## config.mk

```make
export PLATFORM = sky130hd
export DESIGN_NAME = rot90_cfg
export DESIGN_NICKNAME = d
export VERILOG_FILES = /design/src/design/rot90_pkg.sv /design/src/design/rot90_cfg.sv
export SDC_FILE = /design/constraint.sdc
export NUM_CORES = 1
export LEC_CHECK = 0
export ABC_AREA = 1
export BUFFER_PORTS_ARGS = -buffer_cell sky130_fd_sc_hd__buf_4
export CAP_MARGIN = 10
export CORE_MARGIN = 2
export CORE_UTILIZATION = 46
export CTS_BUF_LIST = sky130_fd_sc_hd__clkbuf_4 sky130_fd_sc_hd__clkbuf_8
export DETAILED_ROUTE_END_ITERATION = 7
export GPL_ROUTABILITY_DRIVEN = 0
export PLACE_DENSITY = 0.89
export REMOVE_ABC_BUFFERS = 1
export SLEW_MARGIN = 5
export SYNTH_ARGS = -nofsm -noshare
export SYNTH_HDL_FRONTEND = slang
export SYNTH_SLANG_ARGS = --single-unit
```

## constraint.sdc

```tcl
create_clock -name aclk -period 2.8 [get_ports aclk]
set_input_delay 0.28 -clock aclk [delete_from_list [all_inputs] [get_ports aclk]]
set_output_delay 0.28 -clock aclk [all_outputs]
set_load 0.01 [all_outputs]
```

## src/design/rot90_pkg.sv

```systemverilog
`default_nettype none

package rot90_pkg;

    localparam int DEF_MAX_DIM    = 256;
    localparam int DEF_MAX_PIXELS = 65536;

    localparam int PIX_W      = 24;
    localparam int CFG_DIM_W  = 9;
    localparam int CFG_AW     = 4;
    localparam int CFG_DW     = 32;
    localparam int REG_IDX_W  = 2;

    localparam logic [REG_IDX_W-1:0] REG_SRC_WIDTH  = 2'd0;
    localparam logic [REG_IDX_W-1:0] REG_SRC_HEIGHT = 2'd1;
    localparam logic [REG_IDX_W-1:0] REG_TURN_RIGHT = 2'd2;

    localparam logic KIND_LOAD = 1'b0;
    localparam logic KIND_READ = 1'b1;

    localparam logic [1:0] SETTLE_CYCLES = 2'd2;

    typedef struct packed {
        logic             kind;
        logic [PIX_W-1:0] pixel_in;
    } in_item_t;

    typedef struct packed {
        logic [PIX_W-1:0] pixel_out;
        logic             last;
    } out_item_t;

    typedef struct packed {
        logic turn_right;
        logic restart;
    } rot90_ctl_t;

endpackage

`default_nettype wire

```

## src/design/rot90_cfg.sv

```systemverilog
`default_nettype none

module rot90_cfg import rot90_pkg::*; #(
    parameter int MAX_DIM = DEF_MAX_DIM,
    parameter int DIM_W   = $clog2(DEF_MAX_DIM + 1)
) (
    input  wire logic              aclk,
    input  wire logic              aresetn,
    input  wire logic              psel,
    input  wire logic              penable,
    input  wire logic              pwrite,
    input  wire logic [CFG_AW-1:0] paddr,
    input  wire logic [CFG_DW-1:0] pwdata,
    output logic      [CFG_DW-1:0] prdata,
    output logic                   pready,
    output logic      [DIM_W-1:0]  dim_w,
    output logic      [DIM_W-1:0]  dim_h,
    output rot90_ctl_t             ctl
);

    localparam int CMP_W = (DIM_W > CFG_DIM_W) ? DIM_W : CFG_DIM_W;
    localparam logic [CMP_W-1:0] MAX_DIM_C = CMP_W'(MAX_DIM);

    logic [CFG_DIM_W-1:0] src_width_reg;
    logic [CFG_DIM_W-1:0] src_height_reg;
    logic                 turn_right_reg;
    logic [REG_IDX_W-1:0] reg_idx;
    logic                 wr_en;
    logic                 wr_hit;

    function automatic logic [DIM_W-1:0] dim_clamp(input logic [CFG_DIM_W-1:0] v);
        logic [CMP_W-1:0] vx;
        vx = CMP_W'(v);
        if (vx == '0) begin
            return DIM_W'(1);
        end else if (vx > MAX_DIM_C) begin
            return DIM_W'(MAX_DIM_C);
        end
        return DIM_W'(vx);
    endfunction

    assign pready  = 1'b1;
    assign reg_idx = paddr[CFG_AW-1:2];
    assign wr_en   = psel && penable && pwrite && pready;

    always_comb begin
        wr_hit = 1'b0;
        prdata = '0;
        case (reg_idx)
            REG_SRC_WIDTH: begin
                wr_hit = wr_en;
                prdata = CFG_DW'(src_width_reg);
            end
            REG_SRC_HEIGHT: begin
                wr_hit = wr_en;
                prdata = CFG_DW'(src_height_reg);
            end
            REG_TURN_RIGHT: begin
                wr_hit = wr_en;
                prdata = CFG_DW'(turn_right_reg);
            end
            default: begin
                wr_hit = 1'b0;
                prdata = '0;
            end
        endcase
    end

    always_ff @(posedge aclk) begin
        if (!aresetn) begin
            src_width_reg  <= CFG_DIM_W'(1);
            src_height_reg <= CFG_DIM_W'(1);
            turn_right_reg <= 1'b0;
        end else if (wr_en) begin
            case (reg_idx)
                REG_SRC_WIDTH:  src_width_reg  <= pwdata[CFG_DIM_W-1:0];
                REG_SRC_HEIGHT: src_height_reg <= pwdata[CFG_DIM_W-1:0];
                REG_TURN_RIGHT: turn_right_reg <= pwdata[0];
                default: ;
            endcase
        end
    end

    assign dim_w          = dim_clamp(src_width_reg);
    assign dim_h          = dim_clamp(src_height_reg);
    assign ctl.turn_right = turn_right_reg;
    assign ctl.restart    = wr_hit;

endmodule

`default_nettype wire

```

==> results.py <==
metrics = {
    "run_status": {
        "outcome": "finished, final reports clean",
    },
    "worst_hold_path": {
        "holdPathStages": 3,
        "hold_class": "primary input to flip-flop",
        "whs_endpoint": "src_height_reg[0]",
        "hold_start": "pwdata[0]",
    },
    "synthesis": {
        "synthTopCellsByCount": "nor2_1 (39), nand2_1 (37), inv_1 (36)",
        "synth.distinct_cells": 21,
        "netlist.area_leader.share": 0.272,
        "syn-cell-area_mm2": 0.00140,
        "avgSynthCellArea_um2": 6.38,
        "synthTopCellsByArea": "dfxtp_1 (27%), buf_4 (15%), nor2_1 (10%)",
        "ys_seq_area_frac": 0.272,
        "synth_edf_count": 0,
        "ys.flop_type": "dfxtp_1",
        "synthArstFlopShare": 0,
        "yosysTopAreaCell": "dfxtp_1",
        "synth_most_common_cell": "nor2_1",
        "netlist_instances": 219,
        "yosys_register_bits": 19,
        "yosys_warnings": 0,
    },
    "cts": {
        "clockBufferDepth": 2,
        "insertion_delay_ps": 300,
        "post_cts.repair.setup_buffers": 0,
        "ctsHoldBuffers": 0,
        "ctsResizeCount": 0,
        "clockRootBuffer": "clkbuf_4",
        "clkTransAtPathRegs_ps": 120,
        "cts_tree": "built",
        "cts-htree-levels": 1,
        "numCtsBuffers": 3,
        "cts.sinks": 19,
    },
    "sta": {
        "setup_ws_ps": 593,
        "fin_crit_sh": 0.788,
        "setup_viol": 0,
        "drv_slew": 0,
        "timing.hold.ws_ps": 207,
        "post-route-min-period_ps": 2210,
        "tns_ps": 0,
        "max_freq_mhz": 453,
        "report.final.hold_viol_count": 0,
        "rsz0062_at_grt": "no",
        "fin_skew_ps": 0,
    },
    "critical_path": {
        "rrSetupSlack_ps": 2160,
        "cp-end-kind": "output pin",
        "worstReg2RegEnd": "src_width_reg[0]",
        "critPathRequiredTime_ps": 2520,
        "path_buf_inv": 1,
        "cp_slowest_stage_delay_ps": 380,
        "arrival_ps": 1930,
        "crit_fanout": 9,
        "crit_path_start": "src_width_reg[0]",
        "crit_path_top_delay_cell": "mux2_2",
        "reg2reg_depth": 2,
        "critPathTopFamily": "simple AND/OR/NAND/NOR gates",
        "setup.worst_path.start_class": "flip-flop",
        "r2r_start": "src_width_reg[0]",
        "path_cells": "nor2_1 -> nand3_1 -> nor3_1 -> ha_1 -> mux2_2 -> buf_4",
        "worstSetupPathType": "flip-flop to output pin",
    },
    "place": {
        "port_buffers": 44,
        "hpwl_um": 2520,
        "placed_cell_area_mm2": 0.00163,
        "placed_cells": 287,
        "pre_cts_slack_ps": 947,
    },
    "final_layout": {
        "diodes": 0,
        "drive_gt1_frac": 0.229,
        "nNetsFinal": 304,
        "finish.instance_area_mm2": 0.00166,
        "area_growth_pct": 18.6,
        "fin_cells": 291,
    },
    "drt": {
        "wl_um": 3230,
        "num_vias": 1345,
        "postRouteAntennaNets": 0,
        "drt-initial-drc-count": 32,
        "wire_per_inst_um": 11.1,
        "viasPerCell": 4.62,
        "drc": 0,
        "dr.pass1.iters": 4,
    },
    "global_routing": {
        "track_usage": 0.198,
        "grt_pass1_wl_um": 5290,
        "grt_max_degree": 20,
        "antenna_found_initial": 0,
        "grt_pass1_vias": 1216,
        "grt-ovfl-total": 0,
    },
    "die": {
        "start_util": 0.469,
        "die_w_um": 59.1,
        "pin_count": 94,
        "num_rows": 20,
        "die_h_um": 59.1,
        "fp.dieArea_mm2": 0.00350,
        "core_area_mm2": 0.00298,
    },
    "power_and_ir_drop": {
        "p_leak_nw": 0.908,
        "pwr_density_cell_mw_per_mm2": 331,
        "ir_worst_vdd_v": 0.000186,
    },
    "flow_run": {
        "drv_cap": 0,
    },
}
## kinds of logic (layout without fill, tap and decap cells)
group           Yosys count  count (layout)  synth area share
simple gates            109             109             0.351
buf+inv                  69              86             0.261
flops                    19              19             0.272
compound gates           14              14            0.0591
fa+ha+maj                 4               4            0.0358
other cells               2              24           0.00537
mux                       2               2            0.0161
## routing by layer
layer | global-route usage | vias to the layer above | part of all wire
met5 | 0 | - | 0
met4 | 0.104 | 0 | 0.022
met3 | 0.0218 | 6 | 0.048
met2 | 0.338 | 51 | 0.51
met1 | 0.244 | 591 | 0.42
li1 | - | 697 | -
## power by group
part | internal (mW) | leakage [nW] | switching [mW] | total (mW)
Clock | 0.0533 | 0.0177 | 0.0911 | 0.144
Sequential | 0.276 | 0.154 | 0.00497 | 0.281
Combinational | 0.0473 | 0.737 | 0.0763 | 0.124
## cell usage in the layout, fill, tap and decap left out, drive strengths merged
| master | instances |
|---|---|
| inv | 38 |
| nand4 | 1 |
| o22ai | 7 |
| nor3 | 1 |
| clkbuf | 3 |
| ha | 4 |
| dfxtp | 19 |
| o21ai | 4 |
| a22o | 1 |
| nand2 | 39 |
| clkinv | 1 |
| nand3 | 24 |
| buf | 44 |
| nor2 | 44 |
| conb | 24 |
| a21oi | 2 |
| mux2 | 2 |
## worst max-delay path by stage
stage,end,slack (ps),cells past startpoint
after CTS,dim_w[0],600,6
after global placement,dim_w[0],980,6
after detailed placement,dim_w[0],950,6
after global routing,dim_w[0],420,6
after floorplan,dim_w[0],1210,5
final,dim_w[0],590,6
## per-stage QoR
stage                     utilization  total power [mW]
after floorplan                     -             0.358
after global placement          0.547             0.406
after detailed placement        0.547             0.409
after CTS                       0.557             0.550
after global routing            0.557             0.578
final                           0.557             0.549
## worst min-delay path: cells and delay by family
kind,cells,cell delay (ps)
buf+inv,1,100
simple gates,2,110
## cell type report
cell class / instances / area (µm²)
clock buffer: 3 / 22.5
clock inverter: 1 / 5.00
fill: 292 / 1320
inverter: 38 / 143
multi-input combinational: 153 / 736
sequential: 19 / 380
tap: 33 / 41.3
timing repair buffer: 44 / 330
Power figures use the tool's default switching activity.
