==> config.mk <==
export PLATFORM = sky130hd
export DESIGN_NAME = rot90_agen
export DESIGN_NICKNAME = d
export VERILOG_FILES = /design/src/design/rot90_pkg.sv /design/src/design/rot90_agen.sv
export SDC_FILE = /design/constraint.sdc
export NUM_CORES = 1
export LEC_CHECK = 0
export BUFFER_PORTS_ARGS = -buffer_cell sky130_fd_sc_hd__buf_2
export CAP_MARGIN = 5
export CORE_MARGIN = 3
export CORE_UTILIZATION = 46
export DETAILED_ROUTE_END_ITERATION = 7
export PLACE_DENSITY = 0.6
export SETUP_SLACK_MARGIN = 0.15
export SKIP_CTS_REPAIR_TIMING = 1
export SYNTH_ARGS = -nofsm -noshare
export SYNTH_HDL_FRONTEND = slang
export SYNTH_SLANG_ARGS = --single-unit
==> constraint.sdc <==
create_clock -name aclk -period 7.33 [get_ports aclk]
set_clock_uncertainty 0.1 [all_clocks]
set_input_delay 0.3665 -clock aclk [delete_from_list [all_inputs] [get_ports aclk]]
set_output_delay 0.3665 -clock aclk [all_outputs]
set_load 0.02 [all_outputs]
==> src/design/rot90_pkg.sv <==
`default_nettype none

package rot90_pkg;

    localparam int DEF_MAX_DIM    = 256;
    localparam int DEF_MAX_PIXELS = 65536;

    localparam int PIX_W      = 24;
    localparam int CFG_DIM_W  = 9;
    localparam int CFG_AW     = 4;
    localparam int CFG_DW     = 32;
    localparam int REG_IDX_W  = 2;

    localparam logic [REG_IDX_W-1:0] REG_SRC_WIDTH  = 2'd0;
    localparam logic [REG_IDX_W-1:0] REG_SRC_HEIGHT = 2'd1;
    localparam logic [REG_IDX_W-1:0] REG_TURN_RIGHT = 2'd2;

    localparam logic KIND_LOAD = 1'b0;
    localparam logic KIND_READ = 1'b1;

    localparam logic [1:0] SETTLE_CYCLES = 2'd2;

    typedef struct packed {
        logic             kind;
        logic [PIX_W-1:0] pixel_in;
    } in_item_t;

    typedef struct packed {
        logic [PIX_W-1:0] pixel_out;
        logic             last;
    } out_item_t;

    typedef struct packed {
        logic turn_right;
        logic restart;
    } rot90_ctl_t;

endpackage

`default_nettype wire

==> src/design/rot90_agen.sv <==
`default_nettype none

module rot90_agen import rot90_pkg::*; #(
    parameter int DIM_W = $clog2(DEF_MAX_DIM + 1),
    parameter int TOT_W = $clog2(DEF_MAX_DIM * DEF_MAX_DIM + 1)
) (
    input  wire logic             aclk,
    input  wire logic             aresetn,
    input  wire logic [DIM_W-1:0] dim_w,
    input  wire logic [DIM_W-1:0] dim_h,
    input  rot90_ctl_t            ctl,
    input  wire logic             load_step,
    input  wire logic             read_step,
    output logic                  ready,
    output logic      [TOT_W-1:0] ld_addr,
    output logic      [TOT_W-1:0] rd_addr,
    output logic                  rd_last
);

    logic [1:0]       settle_reg;
    logic [TOT_W-1:0] total_reg;
    logic [DIM_W-1:0] col_reg;
    logic [DIM_W-1:0] row_reg;
    logic [TOT_W-1:0] base_reg;
    logic [TOT_W-1:0] addr_reg;
    logic [TOT_W-1:0] idx_reg;

    logic [TOT_W-1:0] hx;
    logic [TOT_W-1:0] base_first;
    logic [TOT_W-1:0] base_step;
    logic [TOT_W-1:0] col_step;
    logic             col_last;
    logic             row_last;

    assign hx         = TOT_W'(dim_h);
    assign base_first = ctl.turn_right ? (total_reg - hx) : (hx - TOT_W'(1));
    assign base_step  = ctl.turn_right ? (base_reg + TOT_W'(1)) : (base_reg - TOT_W'(1));
    assign col_step   = ctl.turn_right ? (addr_reg - hx) : (addr_reg + hx);
    assign col_last   = (col_reg == dim_w - DIM_W'(1));
    assign row_last   = (row_reg == dim_h - DIM_W'(1));

    assign ready   = (settle_reg == '0);
    assign ld_addr = addr_reg;
    assign rd_addr = idx_reg;
    assign rd_last = (idx_reg == total_reg - TOT_W'(1));

    always_ff @(posedge aclk) begin
        total_reg <= TOT_W'(dim_w) * TOT_W'(dim_h);
    end

    always_ff @(posedge aclk) begin
        if (!aresetn) begin
            settle_reg <= SETTLE_CYCLES;
        end else if (ctl.restart) begin
            settle_reg <= SETTLE_CYCLES;
        end else if (settle_reg != '0) begin
            settle_reg <= settle_reg - 2'd1;
        end
    end

    always_ff @(posedge aclk) begin
        if (!aresetn) begin
            col_reg  <= '0;
            row_reg  <= '0;
            base_reg <= '0;
            addr_reg <= '0;
            idx_reg  <= '0;
        end else if (settle_reg == 2'd1) begin
            col_reg  <= '0;
            row_reg  <= '0;
            base_reg <= base_first;
            addr_reg <= base_first;
            idx_reg  <= '0;
        end else begin
            if (load_step) begin
                if (col_last) begin
                    col_reg <= '0;
                    if (row_last) begin
                        row_reg  <= '0;
                        base_reg <= base_first;
                        addr_reg <= base_first;
                    end else begin
                        row_reg  <= row_reg + DIM_W'(1);
                        base_reg <= base_step;
                        addr_reg <= base_step;
                    end
                end else begin
                    col_reg  <= col_reg + DIM_W'(1);
                    addr_reg <= col_step;
                end
            end
            if (read_step) begin
                idx_reg <= rd_last ? '0 : (idx_reg + TOT_W'(1));
            end
        end
    end

endmodule

`default_nettype wire

==> out/results.tsv <==
stage	metric	value	unit
sta	setup_tns	0	ns
finish	fillers	1970	
sta	period_share	0.633	
worst_setup_path	crit_fanout	17	
power	p_leak	0.00459	uW
floorplan	rows	51	
worst_setup_path	reg2regPathDepth	8	
grt	grt_pass1_wl	42.2	mm
grt	grt_start_max_net_pins	33	
min_path	hold_class	primary input to flop	
power	ir_worst_vdd	181	uV
detailed_routing	routedWlPerCell	17.4	um
floorplan	die_width	149	um
finish	final_core_util	0.516	
run	drv_cap	0	
grt	antenna_found_initial	1	
worst_setup_path	endpoint	total_reg[16]	
floorplan	die_h	149	um
yosys	synth_nets	1332	
placed_design	gp_congestion	0.898	
yosys	syn-cell-area	9470	sq um
yosys	ys_async_sr_fraction	0	
sta	finalSetupViolations	0	
grt	met3_usage	0.0254	
yosys	synth-edff-count	0	
cts	cts-buffers-inserted	9	
yosys	avgSynthCellArea	8.09	sq um
worst_setup_path	start_kind	primary input	
detailed_routing	vias_per_cell	5.65	
yosys	netlist_instances	1171	
cts	cts.sinks	88	
sta	min_period	4.64	ns
grt	grt_pass1_vias	8040	
power	power_density	228	nW/um^2
detailed_routing	drt_iter0_drc	424	
grt	grt.busiest_layer	met2	
worst_setup_path	timing.rr.start	col_reg[8]	
worst_setup_path	reg2reg_to	base_reg[16]	
floorplan	initial_core_util	0.477	
finish	area.growth.synth_to_final	8.06	%
worst_setup_path	crit_type	primary input to flop	
placed_design	port_buffers	59	
floorplan	ios	60	
grt	met2_usage	0.400	
placed_design	dp_hpwl	19.9	mm
cts	clock_latency	0.35	ns
sta	rsz0062_at_grt	false	
finish	final_cell_mix	113 x inv_1, 108 x nand2_1, 105 x nor2_1	
floorplan	die-area	22300	sq um
grt	grt_use_met1	0.325	
yosys	synth-seq-cells	88	
finish	final_common_cell	inv_1	
finish	finalNetCount	1361	
cts	cts_tree	built	
cts	cts.clk_slew.worst_paths	0.07	ns
detailed_routing	drt-total-wl	25.6	mm
cts	cts_root_buffer	clkbuf_16	
yosys	yosysSeqAreaShare	0.186	
worst_setup_path	crit_start	dim_h[2]	
yosys	yosys_warnings	0	
detailed_routing	drc_errors	0	
detailed_routing	dr.pass1.iters	5	
worst_setup_path	cp_data_required_time	7.47	ns
cts	clk_path_buf_depth	2	
finish	drive_above_1_share	0.0855	
grt	grt_usage	0.237	
sta	hold_viol	0	
yosys	synth_cell_types	80	
grt	grt_overflow	0	
floorplan	coreArea	19800	sq um
sta	maxSlewHeadroom	0.321	
sta	fmax	215	MHz
worst_setup_path	crit_path_end_kind	flop	
yosys	synth-main-ff-cell	dfxtp_1	
detailed_routing	vias	8307	
cts	htreeDepth	3	
outcome	outcome	finished, final reports clean	
power	p_total	2330	uW
detailed_routing	ant_nets	0	
worst_setup_path	critPathArrivalTime	4.78	ns
sta	drv_slew	0	
sta	worstMarginPinSlew	1.02	ns
worst_setup_path	r2r_slack	3.81	ns
[cell usage after synthesis (all sizes together), types with 8 or more instances]
cell | count | area share
dfxtp | 88 | 0.19
clkbuf | 34 | 0.013
or3 | 15 | 0.0099
o21a | 20 | 0.016
a21o | 10 | 0.0081
ha | 85 | 0.11
nor3 | 24 | 0.014
nand4 | 17 | 0.011
xnor2 | 72 | 0.067
a31oi | 14 | 0.0093
and2 | 38 | 0.025
o21ai | 57 | 0.030
nor4 | 8 | 0.0059
o211ai | 9 | 0.0077
nand2 | 108 | 0.043
xor2 | 54 | 0.050
or4 | 8 | 0.0075
inv | 114 | 0.045
nor2b | 12 | 0.0079
a21oi | 60 | 0.032
o21bai | 8 | 0.0063
buf | 10 | 0.0063
fa | 52 | 0.11
nand2b | 17 | 0.011
nor2 | 109 | 0.046
nand3 | 18 | 0.0095
[worst min path at each step]
| stage | from | endpoint | slack [ns] | cells past startpoint |
|---|---|---|---|---|
| finish | ctl[0] | settle_reg[0] | 0.09 | 2 |
| global route | ctl[0] | settle_reg[0] | 0.09 | 2 |
| CTS | ctl[0] | settle_reg[0] | 0.08 | 2 |
| detailed placement | base_reg[11] | base_reg[11] | 0.34 | 2 |
| global placement | base_reg[11] | base_reg[11] | 0.34 | 2 |
| floorplan | base_reg[11] | base_reg[11] | 0.33 | 2 |
[per-layer routing]
metal / wire (um) / part of all wire / up-vias
li1: - / - / 4086
met1: 11600 / 0.45 / 3983
met2: 12400 / 0.49 / 210
met3: 1170 / 0.046 / 28
met4: 430 / 0.017 / 0
met5: 0 / 0 / -
[critical path: stages]
cell,delay (ns)
buf_2,0.32
nand2_1,0.14
fa_1,0.56
inv_1,0.06
fa_1,0.46
ha_1,0.29
inv_1,0.05
fa_1,0.53
inv_1,0.04
ha_1,0.31
nor2b_1,0.14
o21ai_0,0.19
a21boi_0,0.14
o21ai_0,0.17
nand2b_1,0.10
a21o_1,0.20
a41o_1,0.25
o41a_1,0.32
xnor2_1,0.13
[layout make-up]
| class | instances | area, sq um | area share |
|---|---|---|---|
| diodes | 1 | 2.50 | 0.000245 |
| clock buffers | 11 | 243 | 0.0237 |
| clock inverters | 5 | 56.3 | 0.00550 |
| inverters | 116 | 435 | 0.0426 |
| multi-input cells | 923 | 7080 | 0.692 |
| flip-flops and latches | 88 | 1760 | 0.172 |
| well taps | 265 | 332 | 0.0324 |
| repair buffers | 62 | 318 | 0.0311 |
[through the flow]
step / cell area (sq um) / setup slack [ns] / hold WS, ns / instances
floorplan: 9470 / 2.34 / 0.326 / 1171
global placement: 9930 / 2.38 / 0.339 / 1454
detailed placement: 9930 / 2.34 / 0.344 / 1454
CTS: 10200 / 2.70 / 0.0751 / 1470
global route: 10200 / 2.40 / 0.0908 / 1471
finish: 10200 / 2.69 / 0.0866 / 1471
[where the power goes]
group / switching, uW / leakage [uW] / internal [uW]
Clock: 209 / 0.000146 / 274
Combinational: 656 / 0.00373 / 525
Sequential: 118 / 0.000720 / 551
Total: 983 / 0.00459 / 1350
[cell families (layout without fill, tap and decap cells)]
family	Yosys count	after routing	share of synthesized area
fa+ha+maj	137	137	0.222
flops	88	88	0.186
simple gates	398	398	0.212
buf+inv	160	194	0.0658
xor+xnor	131	131	0.128
mux	6	6	0.00634
other cells	0	1	0
compound gates	251	251	0.179
No activity file was read; power rests on OpenSTA's default activity.
